[config.mk]
export PLATFORM = sky130hd
export DESIGN_NAME = mlt_front_flat
export DESIGN_NICKNAME = d
export VERILOG_FILES = /design/src/rtl/mlt_pkg.sv /design/src/rtl/mlt_if.sv /design/src/rtl/mlt_front.sv /design/src/flat_wrapper.sv
export SDC_FILE = /design/constraint.sdc
export NUM_CORES = 1
export LEC_CHECK = 0
export BUFFER_PORTS_ARGS = -buffer_cell sky130_fd_sc_hd__buf_2
export CORE_MARGIN = 5
export CORE_UTILIZATION = 30
export CTS_CLUSTER_SIZE = 14
export DETAILED_ROUTE_END_ITERATION = 10
export GPL_TIMING_DRIVEN = 0
export MAX_ROUTING_LAYER = met4
export PLACE_DENSITY = 0.47
export SETUP_SLACK_MARGIN = 0.02
export SLEW_MARGIN = 5
export SYNTH_ARGS = -nofsm -noshare
export SYNTH_HDL_FRONTEND = slang
export SYNTH_SLANG_ARGS = --single-unit
[constraint.sdc]
create_clock -name clk -period 6.82 [get_ports clk]
set_input_delay 1.023 -clock clk [delete_from_list [all_inputs] [get_ports clk]]
set_output_delay 1.023 -clock clk [all_outputs]
set_load 0.005 [all_outputs]
[src/rtl/mlt_pkg.sv]
`timescale 1ns / 1ps
// ----------------------------------------------------------------------------
// mlt_pkg
// Shared types and constants of the multimap list table.
// ----------------------------------------------------------------------------
package mlt_pkg;
	localparam int MAX_KEYS           = 16;
	localparam int MAX_VALUES_PER_KEY = 16;
	localparam int KW  = $clog2(MAX_KEYS);
	localparam int SW  = $clog2(MAX_VALUES_PER_KEY);
	localparam int LW  = SW + 1;
	localparam int CW  = $clog2(MAX_VALUES_PER_KEY + 1);
	localparam int SLOTS = MAX_KEYS * MAX_VALUES_PER_KEY;
	localparam int AW  = $clog2(SLOTS);
	localparam int PW  = 9;
	localparam logic [LW-1:0] NULL_LINK = LW'(MAX_VALUES_PER_KEY);
	localparam int QDEPTH = 2;

	typedef enum logic [1:0] {
		OP_ADD    = 2'd0,
		OP_REMOVE = 2'd1,
		OP_SEARCH = 2'd2,
		OP_NOP    = 2'd3
	} op_t;

	typedef enum logic [1:0] {
		ST_DONE      = 2'd0,
		ST_NO_KEY    = 2'd1,
		ST_NO_VALUE  = 2'd2,
		ST_FULL      = 2'd3
	} status_t;

	typedef struct packed {
		logic [1:0]        opcode;
		logic signed [31:0] key;
		logic signed [31:0] value;
	} in_item_t;

	typedef struct packed {
		logic signed [31:0] found_value;
		logic [1:0]         status;
		logic               last;
		logic [PW-1:0]      total_pairs;
	} out_item_t;

	// classified command held by mlt_back
	typedef struct packed {
		logic [1:0]         opcode;
		logic               hit;
		logic               room;
		logic [KW-1:0]      row;
		logic signed [31:0] key;
		logic signed [31:0] value;
	} cmd_t;
endpackage

[src/rtl/mlt_if.sv]
`timescale 1ns / 1ps
// ----------------------------------------------------------------------------
// mlt_in_if / mlt_out_if
// Valid-ready channels of the multimap list table.
// ----------------------------------------------------------------------------
interface mlt_in_if;
	import mlt_pkg::*;
	logic     valid;
	logic     ready;
	in_item_t data;
	modport source (output valid, output data, input ready);
	modport sink (input valid, input data, output ready);
endinterface


[src/rtl/mlt_front.sv]
`timescale 1ns / 1ps
// ----------------------------------------------------------------------------
// mlt_front
// Accept input transactions and push them into a short command queue.
// ----------------------------------------------------------------------------
module mlt_front (
	input  logic            clk,
	input  logic            arst_n,
	mlt_in_if.sink          in_ch,
	output mlt_pkg::in_item_t q_data,
	output logic            q_valid,
	input  logic            q_pop
);
	import mlt_pkg::*;

	localparam int QW = $clog2(QDEPTH);

	in_item_t      fifo_q [QDEPTH];
	logic [QW-1:0] wp_q, rp_q;
	logic [QW:0]   cnt_q;
	logic          push;

	assign in_ch.ready = (cnt_q != (QW+1)'(QDEPTH));
	assign push        = in_ch.valid && in_ch.ready;
	assign q_valid     = (cnt_q != '0);
	assign q_data      = fifo_q[rp_q];

	always_ff @(posedge clk) begin
		if (push) begin
			fifo_q[wp_q] <= in_ch.data;
		end
	end

	always_ff @(posedge clk or negedge arst_n) begin
		if (!arst_n) begin
			wp_q  <= '0;
			rp_q  <= '0;
			cnt_q <= '0;
		end else begin
			if (push) wp_q <= wp_q + 1'b1;
			if (q_pop) rp_q <= rp_q + 1'b1;
			cnt_q <= cnt_q + (QW+1)'(push) - (QW+1)'(q_pop);
		end
	end
endmodule

[src/flat_wrapper.sv]
// flat-port wrapper written by rule: the top's interface ports become plain ports
module mlt_front_flat import mlt_pkg::*;
  (clk, arst_n, q_data, q_valid, q_pop, in_ch_valid, in_ch_data, in_ch_ready);
  mlt_in_if in_ch_i ();
  input  logic clk;
  input  logic arst_n;
  output mlt_pkg::in_item_t q_data;
  output logic q_valid;
  input  logic q_pop;
  input wire logic [$bits(in_ch_i.valid)-1:0] in_ch_valid;
  input wire logic [$bits(in_ch_i.data)-1:0] in_ch_data;
  output wire logic [$bits(in_ch_i.ready)-1:0] in_ch_ready;
  assign in_ch_i.valid = in_ch_valid;
  assign in_ch_i.data = in_ch_data;
  assign in_ch_ready = in_ch_i.ready;
  mlt_front u_core (.clk(clk), .arst_n(arst_n), .in_ch(in_ch_i), .q_data(q_data), .q_valid(q_valid), .q_pop(q_pop));
endmodule
==> results.toml, run 1 <==
[status]
outcome = "finished clean"

[route]
drt-initial-drc-count = 88
wl_um = 9778
drtPass1Iterations = 4
num_vias = 2578
via_per_inst = 4.192
routedWlPerCell_um = 15.90
detail-route-antenna-nets = 0
drc_errors = 0

[die]
rows = 47
pin_count = 138
die_area_um2 = 19610
die_h_um = 140.0
core_um2 = 16580
initial_core_util = 0.3059
die_x_um = 140.0

[clock_tree]
cts_setup_buffers = 0
cts_resized = 0
cts-buffers-inserted = 17
clk_pin_slew_ns = 0.05
clkLatencyLatePin_ns = 0.40
root_buffer = "clkbuf_16"
hold_buffers = 0
clock-sinks = 136
ctsHtreeMaxLevel = 4
clockBufferDepth = 2
cts_tree = "done"

[global_routing]
grt_max_degree = 36
grt_pass1_vias = 2993
overflow = 0
antenna_found_initial = 0
grt_use_total = 0.1050
grt_pass1_wl_um = 15350

[yosys]
synth_edf_count = 132
ys_ff_latch = 136
ys_top_cells_by_count = "132 x edfxtp_1, 36 x mux2_2, 30 x mux2_4, 4 x dfrtp_1"
syn_inst = 223
syn_area_per_cell_um2 = 22.75
synth_top_area_cell = "edfxtp_1"
synth_most_common_cell = "edfxtp_1"
synth_fp_nets = 294
synth_top_area_frac = 0.7813
async_flop_share = 0.02941
synth_area_leaders = "edfxtp_1 78%, mux2_4 8.9%, mux2_2 8.0%"
yosys_warnings = 0
yosysSeqAreaShare = 0.8010
synth.cell_area_um2 = 5074
ys_types = 18
synth_ff_type = "edfxtp_1"

[setup_path]
critPathMaxStageDelay_ns = 0.38
critPathKind = "reg -> out"
crit_family = "buffers and inverters"
crit_chain = "buf_4 > buf_6 > mux2_4 > buf_2"
crit_fanout = 10
cp.arrival_ns = 1.68
crit_buf_inv = 3
crit_slowest_cell = "dfrtp_1"
critPathLaunchType = "register"
end_kind = "output port"
required_ns = 5.80

[finish]
fin_area_um2 = 6631
multi_input_area_um2 = 962.2
diodes = 0
nFillCells = 1578
drive_above_1_share = 0.6076
syn2layout_area_growth_pct = 30.70
nets = 453
regArea_um2 = 4064
final_cells = 615

[sta]
period_needed_ns = 2.707
maxSlewViolCount = 0
setup_viol = 0
skew_ns = 0.004681
setup_tns_ns = 0
final_hold_viol_count = 0
slew_headroom = 0.4733
worstMarginPinSlew_ns = 0.7882
rsz0062_at_grt = "no"
min_period_over_period = 0.3969
fmax_mhz = 369.5

[power]
ir_worst_vdd_mv = 0.2038
power_density_nw_per_um2 = 425.4
p_leak_nw = 2.555

[placed_design]
placedCellCount = 583
post-dp-hpwl_um = 6532
post_dp_cell_area_um2 = 6107
gp_congestion = 0.6991
io_buffers = 137

[job]
maxCapViolations = 0

[min_path]
hold_class = "in -> async"
worst register-to-register path: cells and delay by family, from the launching register on:
family	cells	cell delay (ns)
buf+inv	1	0.28
simple gates	3	0.96
flops	1	0.38
layer usage:
layer	GRT usage	part of all wire	routed length, um	vias up
met5	-	0	0	-
met4	0.04080	0.019	182	0
met3	0.04908	0.070	684	11
met2	0.1671	0.50	4903	84
met1	0.1149	0.41	4008	1280
li1	-	-	-	1203
sequential cells by signal, summed over array words and instances, names as in the netlist:
name and count:
u_core.rp_q 1, u_core.cnt_q 2, u_core.fifo_q 132, u_core.wp_q 1
through the flow:
stage          total power [mW]  setup slack, ns    util  hold slack, ns
3_3_place_gp              2.041           0.3183  0.3639          0.4742
5_1_grt                   2.986            3.983  0.3999          0.3962
4_1_cts                   2.889            4.014  0.3999          0.3933
6_report                  2.821            4.113  0.3999          0.4157
2_1_floorplan             1.707            2.444       -          0.4608
3_5_place_dp              2.054            4.276  0.3683          0.5491
final cells by class:
class | count | area share
sequential | 136 | 0.6128
multi-input combinational | 79 | 0.1451
timing repair buffer | 140 | 0.1125
clock buffer | 22 | 0.06698
tap | 220 | 0.04151
clock inverter | 10 | 0.01208
buffer | 7 | 0.008491
inverter | 1 | 0.0005660
cells in the final DEF, fill, tap and decap left out:
| master | instances |
|---|---|
| or2_2 | 1 |
| mux2_2 | 36 |
| edfxtp_1 | 132 |
| clkinv_4 | 1 |
| xnor2_1 | 2 |
| clkbuf_1 | 5 |
| buf_12 | 3 |
| ha_1 | 1 |
| clkinvlp_4 | 2 |
| bufinv_16 | 1 |
| xor2_1 | 2 |
| mux2i_1 | 1 |
| nand2b_1 | 1 |
| nor2b_1 | 1 |
| inv_1 | 1 |
| nor2_4 | 1 |
| mux2_4 | 30 |
| clkinv_1 | 3 |
| clkinv_2 | 3 |
| buf_6 | 3 |
| and3_4 | 1 |
| buf_4 | 1 |
| nand2_1 | 2 |
| dfrtp_1 | 4 |
| buf_2 | 140 |
| clkbuf_16 | 17 |
final timing paths:
| kind | startpoint | to | slack [ns] | cells after the start |
|---|---|---|---|---|
| max in group asynchronous | arst_n | u_core.cnt_q[0]$_DFF_PN0_ | 6.28 | 1 |
| min | arst_n | u_core.wp_q$_DFFE_PN0P_ | 0.42 | 1 |
| max reg2reg | u_core.cnt_q[0]$_DFF_PN0_ | u_core.fifo_q[0][31]$_DFFE_PP_ | 4.89 | 4 |
| max | u_core.rp_q$_DFFE_PN0P_ | q_data[32] | 4.11 | 4 |
| min reg2reg | u_core.wp_q$_DFFE_PN0P_ | u_core.wp_q$_DFFE_PN0P_ | 0.56 | 1 |
| min in group clk | u_core.wp_q$_DFFE_PN0P_ | u_core.wp_q$_DFFE_PN0P_ | 0.56 | 1 |
where the power goes:
part | leakage, nW | internal, mW | switching (mW) | total, mW
Clock | 0.250 | 0.496 | 0.322 | 0.818
Combinational | 1.03 | 0.431 | 0.384 | 0.815
Sequential | 1.27 | 1.14 | 0.0459 | 1.19
kinds of logic after synthesis:
| logic type | Yosys count | synth area share |
|---|---|---|
| xor gates and xnor gates | 4 | 0.006906 |
| muxes | 67 | 0.1707 |
| buffers and inverters | 8 | 0.01184 |
| adders and majority gates | 1 | 0.002466 |
| and+or+nand+nor | 7 | 0.007155 |
| DFF | 136 | 0.8010 |
Power figures use the tool's default switching activity.
==> inputs of run 2 (changes only) <==
Settings changed: PLACE_DENSITY 0.47 to 0.48.
Clock period 6.82 ns to 2.2 ns, I/O delays scaled along.
==> run 2 against run 1 <==
Effect of this change: sequential power grew to 3.1 times the previous value; register-to-register slack lost 4.5 ns; clock-buffer cell count shrank 2; die area is the same; clock skew grew 0.0035 ns; largest power group unchanged.
==> results.toml, run 2 (same netlist as run 1, synthesis figures left out) <==
[setup_path]
critPathLaunchType = "register"
crit_start = "u_core.rp_q$_DFFE_PN0P_"
rrSetupSlack_ns = 0.36
r2r_start = "u_core.cnt_q[0]$_DFF_PN0_"
cp-endpoint = "q_data[16]"
required_ns = 1.87
critPathKind = "reg -> out"
reg2reg_depth = 4
r2r_end = "u_core.fifo_q[0][26]$_DFFE_PP_"
cp.arrival_ns = 1.67
end_kind = "output port"
crit_fanout = 10

[global_routing]
grt_use_total = 0.1041
grt_max_degree = 38
grt_pass1_vias = 2841
antenna_found_initial = 0
overflow = 0
grt_pass1_wl_um = 15060

[clock_tree]
ctsHtreeMaxLevel = 4
clk_pin_slew_ns = 0.06
clkLatencyLatePin_ns = 0.41
clockBufferDepth = 2
root_buffer = "clkbuf_16"
cts_tree = "done"
cts_resized = 0
cts_setup_buffers = 0
clock-sinks = 136
cts-buffers-inserted = 17
hold_buffers = 1

[route]
num_vias = 2549
via_per_inst = 4.138
wl_um = 9545
drt-initial-drc-count = 107
drtPass1Iterations = 4
drc_errors = 0
routedWlPerCell_um = 15.50
detail-route-antenna-nets = 0

[power]
p_int_mw = 6.625
seqPwrFrac = 0.410
switchingPower_mw = 2.346
swShare = 0.2615
ir_worst_vdd_mv = 0.7979
power_density_nw_per_um2 = 1337
pwr-share-clk = 0.309
comb_power_share = 0.282
p_leak_nw = 2.596

[die]
die_x_um = 140.0
rows = 47
initial_core_util = 0.3059
core_um2 = 16580
die_h_um = 140.0
die_area_um2 = 19610
pin_count = 138

[sta]
setup_tns_ns = 0
period_needed_ns = 1.999
final_hold_viol_count = 0
rsz0062_at_grt = "no"
skew_ns = 0.008135
maxSlewViolCount = 0
setup_slack_ns = 0.2009
min_period_over_period = 0.9087
setup_viol = 0
fmax_mhz = 500.2
worstMarginPinSlew_ns = 0.6437
whs_ns = 0.1073
slew_headroom = 0.5698

[finish]
regArea_um2 = 4064
multi_input_area_um2 = 962.2
largest-register = "u_core.fifo_q"
syn2layout_area_growth_pct = 32.23
largest_reg_flops = 132
final_util = 0.4046
diodes = 0
final_common_cell = "buf_2"
reg_top3 = "u_core.fifo_q (132), u_core.cnt_q (2)"
layout_common_cells = "140 x buf_2, 132 x edfxtp_1, 36 x mux2_2"
nFillCells = 1563
nets = 454
drive_above_1_share = 0.6263

[min_path]
holdPathStages = 1
min_from = "in_ch_data[53]"
hold_class = "in -> reg"

[status]
outcome = "finished clean"

[placed_design]
io_buffers = 137
gp_congestion = 0.7384
post-dp-hpwl_um = 6448
pre_cts_ws_ns = 0.3321

[job]
maxCapViolations = 0
-- run 2: cell count changes in the layout (fill, tap and decap cells not counted), moves of 2 or more --
cell,delta
clkbuf_1,-5
clkinv_1,-3
clkbuf_8,+3
clkinv_2,+2
-- run 2: power groups by stage --
stage	clock [mW]	sequential (mW)	combinational, mW
2_1_floorplan	0	3.71	1.56
3_3_place_gp	0	3.74	2.52
3_5_place_dp	0	3.73	2.63
4_1_cts	2.86	3.68	2.64
5_1_grt	2.98	3.73	2.78
6_report	2.77	3.68	2.53
-- run 2: layout make-up --
cell class	instances	area share
buffer	7	0.008392
clock buffer	20	0.06956
clock inverter	12	0.01865
inverter	1	0.0005595
multi-input combinational	79	0.1434
sequential	136	0.6057
tap	220	0.04103
timing repair buffer	141	0.1126
-- run 2: metrics by stage --
step                power [mW]  cells  instance area [um2]
floorplan                5.268    223                 5082
global placement         6.265    580                 6043
detailed placement       6.364    583                 6107
CTS                      9.181    616                 6709
global route             9.486    616                 6709
finish                   8.971    616                 6709
-- run 2: worst min path at each step --
stage                                     end
2_1_floorplan       u_core.cnt_q[0]$_DFF_PN0_
3_3_place_gp          u_core.wp_q$_DFFE_PN0P_
3_5_place_dp          u_core.wp_q$_DFFE_PN0P_
4_1_cts        u_core.fifo_q[1][53]$_DFFE_PP_
5_1_grt        u_core.fifo_q[1][54]$_DFFE_PP_
6_report       u_core.fifo_q[1][53]$_DFFE_PP_
-- run 2: metal layers --
layer / routed length [um] / global-route usage
met3: 671 / 0.04260
met1: 4086 / 0.1207
met2: 4670 / 0.1611
met5: 0 / -
met4: 118 / 0.04284
-- run 2: critical path, cell delays in order (launching register included) --
cell	delay, ns
dfrtp_1	0.37
buf_4	0.23
buf_6	0.21
mux2_4	0.32
buf_2	0.13
